[config.mk]
export PLATFORM = sky130hd
export DESIGN_NAME = signed_number_to_letter_string
export DESIGN_NICKNAME = d
export VERILOG_FILES = /design/src/rtl/core/sntl_pkg.sv /design/src/rtl/core/sntl_div26.sv /design/src/rtl/core/signed_number_to_letter_string.sv
export VERILOG_INCLUDE_DIRS = /design/src /design/src/rtl/core
export SDC_FILE = /design/constraint.sdc
export NUM_CORES = 1
export LEC_CHECK = 0
export ABC_AREA = 0
export BUFFER_PORTS_ARGS = -buffer_cell sky130_fd_sc_hd__buf_2
export CORE_MARGIN = 3
export CORE_UTILIZATION = 35
export CTS_CLUSTER_DIAMETER = 60
export DETAILED_ROUTE_END_ITERATION = 8
export PLACE_DENSITY = 0.6
export RECOVER_POWER = 25
export SLEW_MARGIN = 20
export SYNTH_ARGS = -nofsm -noshare
export SYNTH_HDL_FRONTEND = slang
export SYNTH_SLANG_ARGS = --single-unit
export TNS_END_PERCENT = 1
[constraint.sdc]
create_clock -name clk -period 6.27 [get_ports clk]
set_input_delay 1.5675 -clock clk [delete_from_list [all_inputs] [get_ports clk]]
set_output_delay 1.5675 -clock clk [all_outputs]
set_load 0.03 [all_outputs]
[src/rtl/core/signed_number_to_letter_string_assert.svh]
// assertion macros shared by the rtl files of the letter string converter
`ifndef SIGNED_NUMBER_TO_LETTER_STRING_ASSERT_SVH
`define SIGNED_NUMBER_TO_LETTER_STRING_ASSERT_SVH

// same-cycle implication, checked outside reset
`define SNTL_ASSERT_IMPL(label, ante, cons, msg) \
    label: assert property (@(posedge clk) disable iff (!rst_n) (ante) |-> (cons)) \
        else $error(msg);

// next-cycle implication, checked outside reset
`define SNTL_ASSERT_NEXT(label, ante, cons, msg) \
    label: assert property (@(posedge clk) disable iff (!rst_n) (ante) |=> (cons)) \
        else $error(msg);

`endif

[src/rtl/core/sntl_pkg.sv]
package sntl_pkg;

    localparam int VALUE_W    = 64;
    localparam int DIGIT_W    = 5;
    localparam int CNT_W      = 4;
    localparam int CHAR_W     = 8;
    localparam int RADIX      = 26;
    localparam int MAX_DIGITS = 14;

    localparam logic [CHAR_W-1:0] LETTER_BASE = 8'h60;
    localparam logic [CHAR_W-1:0] MINUS_CHAR  = 8'h2D;
    localparam logic [CHAR_W-1:0] EMPTY_CHAR  = 8'h00;

    // status of the divide-by-radix unit
    typedef struct packed {
        logic busy;
        logic done;
    } div_status_t;

endpackage

[src/rtl/core/sntl_div26.sv]
`include "signed_number_to_letter_string_assert.svh"

module sntl_div26
    import sntl_pkg::*;
(
    input  logic                clk,
    input  logic                rst_n,
    input  logic                start,
    input  logic [VALUE_W-1:0]  dividend,
    output logic [VALUE_W-1:0]  quotient,
    output logic [DIGIT_W-1:0]  remainder,
    output div_status_t         status
);

    localparam int BITS_PER_STEP = 8;
    localparam int STEPS         = VALUE_W / BITS_PER_STEP;
    localparam int STEP_W        = $clog2(STEPS);

    logic               busy_reg;
    logic               done_reg;
    logic [STEP_W-1:0]  step_reg;
    logic [VALUE_W-1:0] shift_reg;
    logic [DIGIT_W-1:0] rem_reg;

    logic [BITS_PER_STEP-1:0] qbyte;
    logic [DIGIT_W-1:0]       rem_new;

    // long division of one chunk by the radix, remainder stays below the radix
    function automatic logic [BITS_PER_STEP+DIGIT_W-1:0] div_chunk(
        input logic [DIGIT_W-1:0]       r_in,
        input logic [BITS_PER_STEP-1:0] bits
    );
        logic [DIGIT_W-1:0]       r;
        logic [DIGIT_W:0]         t;
        logic [BITS_PER_STEP-1:0] q;
        r = r_in;
        q = '0;
        for (int i = BITS_PER_STEP - 1; i >= 0; i--) begin
            t = {r, bits[i]};
            if (t >= (DIGIT_W+1)'(RADIX)) begin
                q[i] = 1'b1;
                r    = DIGIT_W'(t - (DIGIT_W+1)'(RADIX));
            end
            else begin
                r = t[DIGIT_W-1:0];
            end
        end
        return {q, r};
    endfunction

    assign {qbyte, rem_new} = div_chunk(rem_reg, shift_reg[VALUE_W-1 -: BITS_PER_STEP]);

    // one chunk per cycle, quotient bits shift in behind the dividend
    always_ff @(posedge clk or negedge rst_n)
    begin
        if (!rst_n)
        begin
            busy_reg <= 1'b0;
            done_reg <= 1'b0;
            step_reg <= '0;
        end
        else
        begin
            done_reg <= 1'b0;
            if (start)
            begin
                busy_reg <= 1'b1;
                step_reg <= '0;
            end
            else if (busy_reg)
            begin
                step_reg <= step_reg + STEP_W'(1);
                if (step_reg == STEP_W'(STEPS - 1))
                begin
                    busy_reg <= 1'b0;
                    done_reg <= 1'b1;
                end
            end
        end
    end

    // datapath registers
    always_ff @(posedge clk)
    begin
        if (start)
        begin
            shift_reg <= dividend;
            rem_reg   <= '0;
        end
        else if (busy_reg)
        begin
            shift_reg <= {shift_reg[VALUE_W-BITS_PER_STEP-1:0], qbyte};
            rem_reg   <= rem_new;
        end
    end

    assign quotient    = shift_reg;
    assign remainder   = rem_reg;
    assign status.busy = busy_reg;
    assign status.done = done_reg;

    `SNTL_ASSERT_IMPL(a_rem_below_radix, busy_reg || done_reg, rem_reg < DIGIT_W'(RADIX), "remainder reached the radix")
    `SNTL_ASSERT_NEXT(a_done_ends_busy, busy_reg && step_reg == STEP_W'(STEPS - 1) && !start, done_reg && !busy_reg, "divide did not finish on the last step")
    `SNTL_ASSERT_IMPL(a_done_not_busy, done_reg, !busy_reg, "done while still busy")

endmodule

[src/rtl/core/signed_number_to_letter_string.sv]
`include "signed_number_to_letter_string_assert.svh"

// Converts a signed 64-bit value into its bijective base-26 letters ('a' = 1 .. 'z' = 26),
// most significant letter first, one character per transfer on the char channel; a negative
// value is sent as '-' followed by the letters of its magnitude, the most negative value
// converts as 2^63, and zero gives a single transfer with is_empty set and str_length 0.
// Every character carries the total length and the final one has is_last set. item_ready
// is high only while the converter is idle. Each of the D letters of a conversion takes
// a pass through the check state plus one pass of the shared divide-by-26 unit, which
// works 8 bits per cycle and raises done once its last chunk is in. The characters then
// leave at one per cycle while char_ready is high; the worst case is 14 letters and the
// sign, 15 characters. The next item is taken as soon as the last character sits in the
// output register.
module signed_number_to_letter_string
    import sntl_pkg::*;
(
    input  logic                      clk,
    input  logic                      rst_n,
    input  logic                      item_valid,
    output logic                      item_ready,
    input  logic signed [VALUE_W-1:0] value,
    output logic                      char_valid,
    input  logic                      char_ready,
    output logic [CHAR_W-1:0]         out_char,
    output logic                      is_last,
    output logic                      is_empty,
    output logic [CNT_W-1:0]          str_length
);

    typedef enum logic [2:0] {
        S_IDLE,
        S_CHECK,
        S_DIV,
        S_EMPTY,
        S_EMIT
    } state_t;

    state_t             state_reg, state_next;
    logic [VALUE_W-1:0] work_reg, work_next;
    logic               neg_reg, neg_next;
    logic [CNT_W-1:0]   count_reg, count_next;
    logic [CNT_W-1:0]   idx_reg, idx_next;
    logic               char_valid_reg, char_valid_next;
    logic [CHAR_W-1:0]  out_char_reg, out_char_next;
    logic               is_last_reg, is_last_next;
    logic               is_empty_reg, is_empty_next;
    logic [CNT_W-1:0]   str_length_reg, str_length_next;

    logic [DIGIT_W-1:0] digit_store [MAX_DIGITS];

    logic               div_start;
    logic [VALUE_W-1:0] div_quot;
    logic [DIGIT_W-1:0] div_rem;
    div_status_t        div_st;

    logic               slot_free;
    logic [CNT_W-1:0]   total;
    logic [CNT_W-1:0]   pos;
    logic [DIGIT_W-1:0] digit;
    logic               last_char;

    // shared divide-by-radix unit, fed with the value less one
    sntl_div26 u_div
    (
        .clk       (clk),
        .rst_n     (rst_n),
        .start     (div_start),
        .dividend  (work_reg - VALUE_W'(1)),
        .quotient  (div_quot),
        .remainder (div_rem),
        .status    (div_st)
    );

    // character selection, digits read back most significant first
    assign slot_free = !char_valid_reg || char_ready;
    assign total     = count_reg + CNT_W'(neg_reg);
    assign pos       = count_reg - CNT_W'(1) - (idx_reg - CNT_W'(neg_reg));
    assign digit     = digit_store[pos];
    assign last_char = (idx_reg + CNT_W'(1)) == total;

    // sequencer next state
    always_comb
    begin
        state_next      = state_reg;
        work_next       = work_reg;
        neg_next        = neg_reg;
        count_next      = count_reg;
        idx_next        = idx_reg;
        char_valid_next = char_valid_reg && !char_ready;
        out_char_next   = out_char_reg;
        is_last_next    = is_last_reg;
        is_empty_next   = is_empty_reg;
        str_length_next = str_length_reg;
        div_start       = 1'b0;
        case (state_reg)
            S_IDLE:
            begin
                if (item_valid)
                begin
                    neg_next   = value[VALUE_W-1];
                    work_next  = value[VALUE_W-1] ? (~value + VALUE_W'(1)) : value;
                    count_next = '0;
                    idx_next   = '0;
                    state_next = S_CHECK;
                end
            end
            S_CHECK:
            begin
                if (work_reg == '0)
                begin
                    state_next = (count_reg == '0) ? S_EMPTY : S_EMIT;
                end
                else if (count_reg == CNT_W'(MAX_DIGITS))
                begin
                    state_next = S_EMIT;
                end
                else
                begin
                    div_start  = 1'b1;
                    state_next = S_DIV;
                end
            end
            S_DIV:
            begin
                if (div_st.done)
                begin
                    work_next  = div_quot;
                    count_next = count_reg + CNT_W'(1);
                    state_next = S_CHECK;
                end
            end
            S_EMPTY:
            begin
                if (slot_free)
                begin
                    char_valid_next = 1'b1;
                    out_char_next   = EMPTY_CHAR;
                    is_last_next    = 1'b1;
                    is_empty_next   = 1'b1;
                    str_length_next = '0;
                    state_next      = S_IDLE;
                end
            end
            S_EMIT:
            begin
                if (slot_free)
                begin
                    char_valid_next = 1'b1;
                    if (neg_reg && idx_reg == '0)
                        out_char_next = MINUS_CHAR;
                    else
                        out_char_next = LETTER_BASE + CHAR_W'(digit);
                    is_last_next    = last_char;
                    is_empty_next   = 1'b0;
                    str_length_next = total;
                    idx_next        = idx_reg + CNT_W'(1);
                    if (last_char)
                        state_next = S_IDLE;
                end
            end
            default:
            begin
                state_next = S_IDLE;
            end
        endcase
    end

    // state and registered outputs
    always_ff @(posedge clk or negedge rst_n)
    begin
        if (!rst_n)
        begin
            state_reg      <= S_IDLE;
            work_reg       <= '0;
            neg_reg        <= 1'b0;
            count_reg      <= '0;
            idx_reg        <= '0;
            char_valid_reg <= 1'b0;
            out_char_reg   <= '0;
            is_last_reg    <= 1'b0;
            is_empty_reg   <= 1'b0;
            str_length_reg <= '0;
        end
        else
        begin
            state_reg      <= state_next;
            work_reg       <= work_next;
            neg_reg        <= neg_next;
            count_reg      <= count_next;
            idx_reg        <= idx_next;
            char_valid_reg <= char_valid_next;
            out_char_reg   <= out_char_next;
            is_last_reg    <= is_last_next;
            is_empty_reg   <= is_empty_next;
            str_length_reg <= str_length_next;
        end
    end

    // digit store, least significant digit first
    always_ff @(posedge clk)
    begin
        if (state_reg == S_DIV && div_st.done)
            digit_store[count_reg] <= div_rem + DIGIT_W'(1);
    end

    assign item_ready = (state_reg == S_IDLE);
    assign char_valid = char_valid_reg;
    assign out_char   = out_char_reg;
    assign is_last    = is_last_reg;
    assign is_empty   = is_empty_reg;
    assign str_length = str_length_reg;

    `SNTL_ASSERT_IMPL(a_idle_div_quiet, state_reg == S_IDLE, !div_st.busy, "divider busy while idle")
    `SNTL_ASSERT_IMPL(a_done_in_div, div_st.done, state_reg == S_DIV, "divider finished outside divide state")
    `SNTL_ASSERT_IMPL(a_count_bound, state_reg == S_DIV, count_reg < CNT_W'(MAX_DIGITS), "digit store overrun")
    `SNTL_ASSERT_IMPL(a_empty_zero_len, char_valid_reg && is_empty_reg, str_length_reg == '0 && is_last_reg, "empty result with length")

endmodule

==> qor.yml <==
outcome:
  status: "finished, violations left"
  violations: "capacitance limit, slew limit"
logic_synthesis:
  ys_async_sr_fraction_pct: 40.6
  synth_cell_types: 98
  syn-cell-area_um2: 14400
  synth_nets: 1619
  synth-seq-cells: 234
  avgSynthCellArea_um2: 9.37
  syn_inst: 1533
  synth-edff-count: 134
  seq_area_frac_synth_pct: 45.2
  synth_flop_cell: "edfxtp_1"
  synth_warnings: 0
timing:
  min_period_ns: 5.65
  fin_setup_tns_ns: 0
  min_period_over_period_pct: 90.2
  hold_violations: 0
  worstMarginPinSlew_ns: 2.85
  fin_skew_ns: 0.0160
  relSlewSlack_pct: -90.0
  drv_slew: 46
  timing.fmax_mhz: 177
  setup_viol: 0
  rsz0062_at_grt: "no"
cts:
  postCtsSetupRepairBufs: 0
  clkSlewWorstSetupHoldPaths_ns: 0.06
  cts_resized: 0
  clk_path_buf_depth: 3
  clk_latency_ns: 0.52
  cts_tree: "done"
  postCtsHoldBufs: 0
  cts_made_buffers: 26
  clock-root-buffer: "clkbuf_16"
  cts_sinks: 234
  htree_levels: 1
route:
  vias: 11600
  drt_iter0_drc: 910
  firstDrtPassIters: 5
  drc: 0
  wl_met3_um: 2150
  wl_um: 36800
  route.met2.wl_um: 16800
  routedWlPerCell_um: 17.4
  ant_nets: 0
  via_per_inst: 5.49
  m1WireLength_um: 17300
  top_layer_used: "met4"
floorplan:
  ioPinCount: 84
  rows: 73
  fp.dieH_um: 209
  chipWidth_um: 209
  initial_core_util_pct: 35.8
  dieArea_um2: 43500
  core-area_um2: 40200
finish:
  synthToLayoutAreaGrowth_pct: 11.7
  drive_gt1_share_pct: 11.7
  largest_register_ffs: 70
  layout_commonest_cell: "nand2_1"
  fin_nets: 1653
  final_util_pct: 39.9
  layout_common_cells: "nand2_1 (204), o21ai_0 (164), nor2_1 (154)"
  stdcell_count: 2114
worst_setup_path:
  required_ns: 6.52
  crit_buf_inv: 1
  crit_fanout: 16
  critPathMaxStageDelay_ns: 0.80
  critical_path.top_delay_family: "compound AO/OA/AOI/OAI gates"
  cp-end-kind: "flip-flop"
  path_class: "flip-flop to flip-flop"
  arrival_ns: 5.90
  cp_slowest_cell: "a211oi_2"
  worstPathCellList: "inv_1, ha_1, and2_4, a211oi_2, nand2_1, a41oi_1, o311ai_2, a21oi_1, a211oi_1, o311ai_1, nand2_1, nor3_1, or2_0, a211oi_1, o21ai_0, a22oi_1"
  start_kind: "flip-flop"
grt:
  antenna_found_initial: 3
  globalRoute.totalOverflow: 0
  grt_first_pass_wirelength_um: 60900
  grt_pass1_vias: 11400
  grtUsageTotal_pct: 16.7
  grt_max_degree: 93
worst_hold_path:
  hp-class: "flip-flop to flip-flop"
placed_design:
  dp_hpwl_um: 26000
  place.gp.congestion: 0.871
  dp.cells: 2064
  numPortBuffers: 82
flow_run:
  max_cap_viol_count: 1
[final timing paths]
path	startpoint	endpoint	slack [ns]	depth (start not counted)
worst max-delay path	u_div.remainder[1]$_SDFFE_PP0P_	u_div.quotient[0]$_DFFE_PP_	0.62	16
worst min-delay path	out_char[3]$_DFFE_PN0P_	out_char[3]$_DFFE_PN0P_	0.47	2
worst max register to register	u_div.remainder[1]$_SDFFE_PP0P_	u_div.quotient[0]$_DFFE_PP_	0.62	16
worst min register to register	out_char[3]$_DFFE_PN0P_	out_char[3]$_DFFE_PN0P_	0.47	2
max in group asynchronous	rst_n	out_char[4]$_DFFE_PN0P_	2.43	2
min in group asynchronous	rst_n	work_reg[28]$_DFFE_PN0P_	1.97	1
[metrics by stage]
step | setup slack (ns) | cell area, µm² | hold slack (ns)
2_1_floorplan | 1.11 | 14400 | 0.477
3_3_place_gp | 0.409 | 15200 | 0.459
3_5_place_dp | 0.346 | 15200 | 0.464
4_1_cts | 0.776 | 16000 | 0.479
5_1_grt | 0.168 | 16000 | 0.487
6_report | 0.616 | 16000 | 0.473
[logic make-up (layout without fill, tap and decap cells)]
| logic type | Yosys count | count (layout) | synth area share (%) |
|---|---|---|---|
| AOI/OAI and AO/OA | 434 | 434 | 19.4 |
| adders and majority gates | 19 | 19 | 1.74 |
| DFF | 234 | 234 | 45.2 |
| and+or+nand+nor | 555 | 555 | 17.9 |
| muxes | 35 | 35 | 3.85 |
| xor gates and xnor gates | 137 | 137 | 8.35 |
| other | 1 | 4 | 0.0261 |
| buffers and inverters | 118 | 171 | 3.46 |
[tightest hold or removal path: stages, from the launching register on]
cell and delay, ns:
dfrtp_1 0.34, nand2_1 0.05, nand2_1 0.05
[area by class of cell]
class	instances	area, µm²
Antenna cell	3	7.51
Clock buffer	29	683
Clock inverter	18	184
Fill cell	4033	24100
Inverter	27	101
Multi-Input combinational cell	1181	7380
Sequential cell	234	6500
Tap cell	525	657
Timing Repair Buffer	97	531
[routing by layer]
layer  global-route usage [%]  vias up
met3                     2.87       40
li1                         -     5718
met2                     26.9      290
met1                     24.1     5553
met5                        0        -
met4                     2.70        0
[synth_stat cells (8+ instances only)]
master	number	area, µm²
a211oi_1	19	143
a21o_1	9	67.6
a21oi_1	89	445
a31oi_1	15	93.8
buf_1	8	30.0
buf_2	13	65.1
clkbuf_1	62	233
dfrtp_1	95	2380
edfxtp_1	134	4020
ha_1	16	200
inv_1	23	86.3
mux2i_1	16	160
mux4_2	15	338
nand2_1	204	766
nand2b_1	9	56.3
nand3_1	16	80.1
nand4_1	9	56.3
nor2_1	155	582
nor2b_1	12	75.1
nor3_1	46	230
nor4_1	30	188
o21ai_0	164	821
o21ai_1	8	40.0
o31ai_1	20	150
o41ai_1	15	131
or3_1	18	113
or4_1	16	120
xnor2_1	62	543
xor2_1	75	657
Power is left out: the tool's default activity adds up to more than one toggle a clock period on the data nets, which glitch-free logic cannot reach.
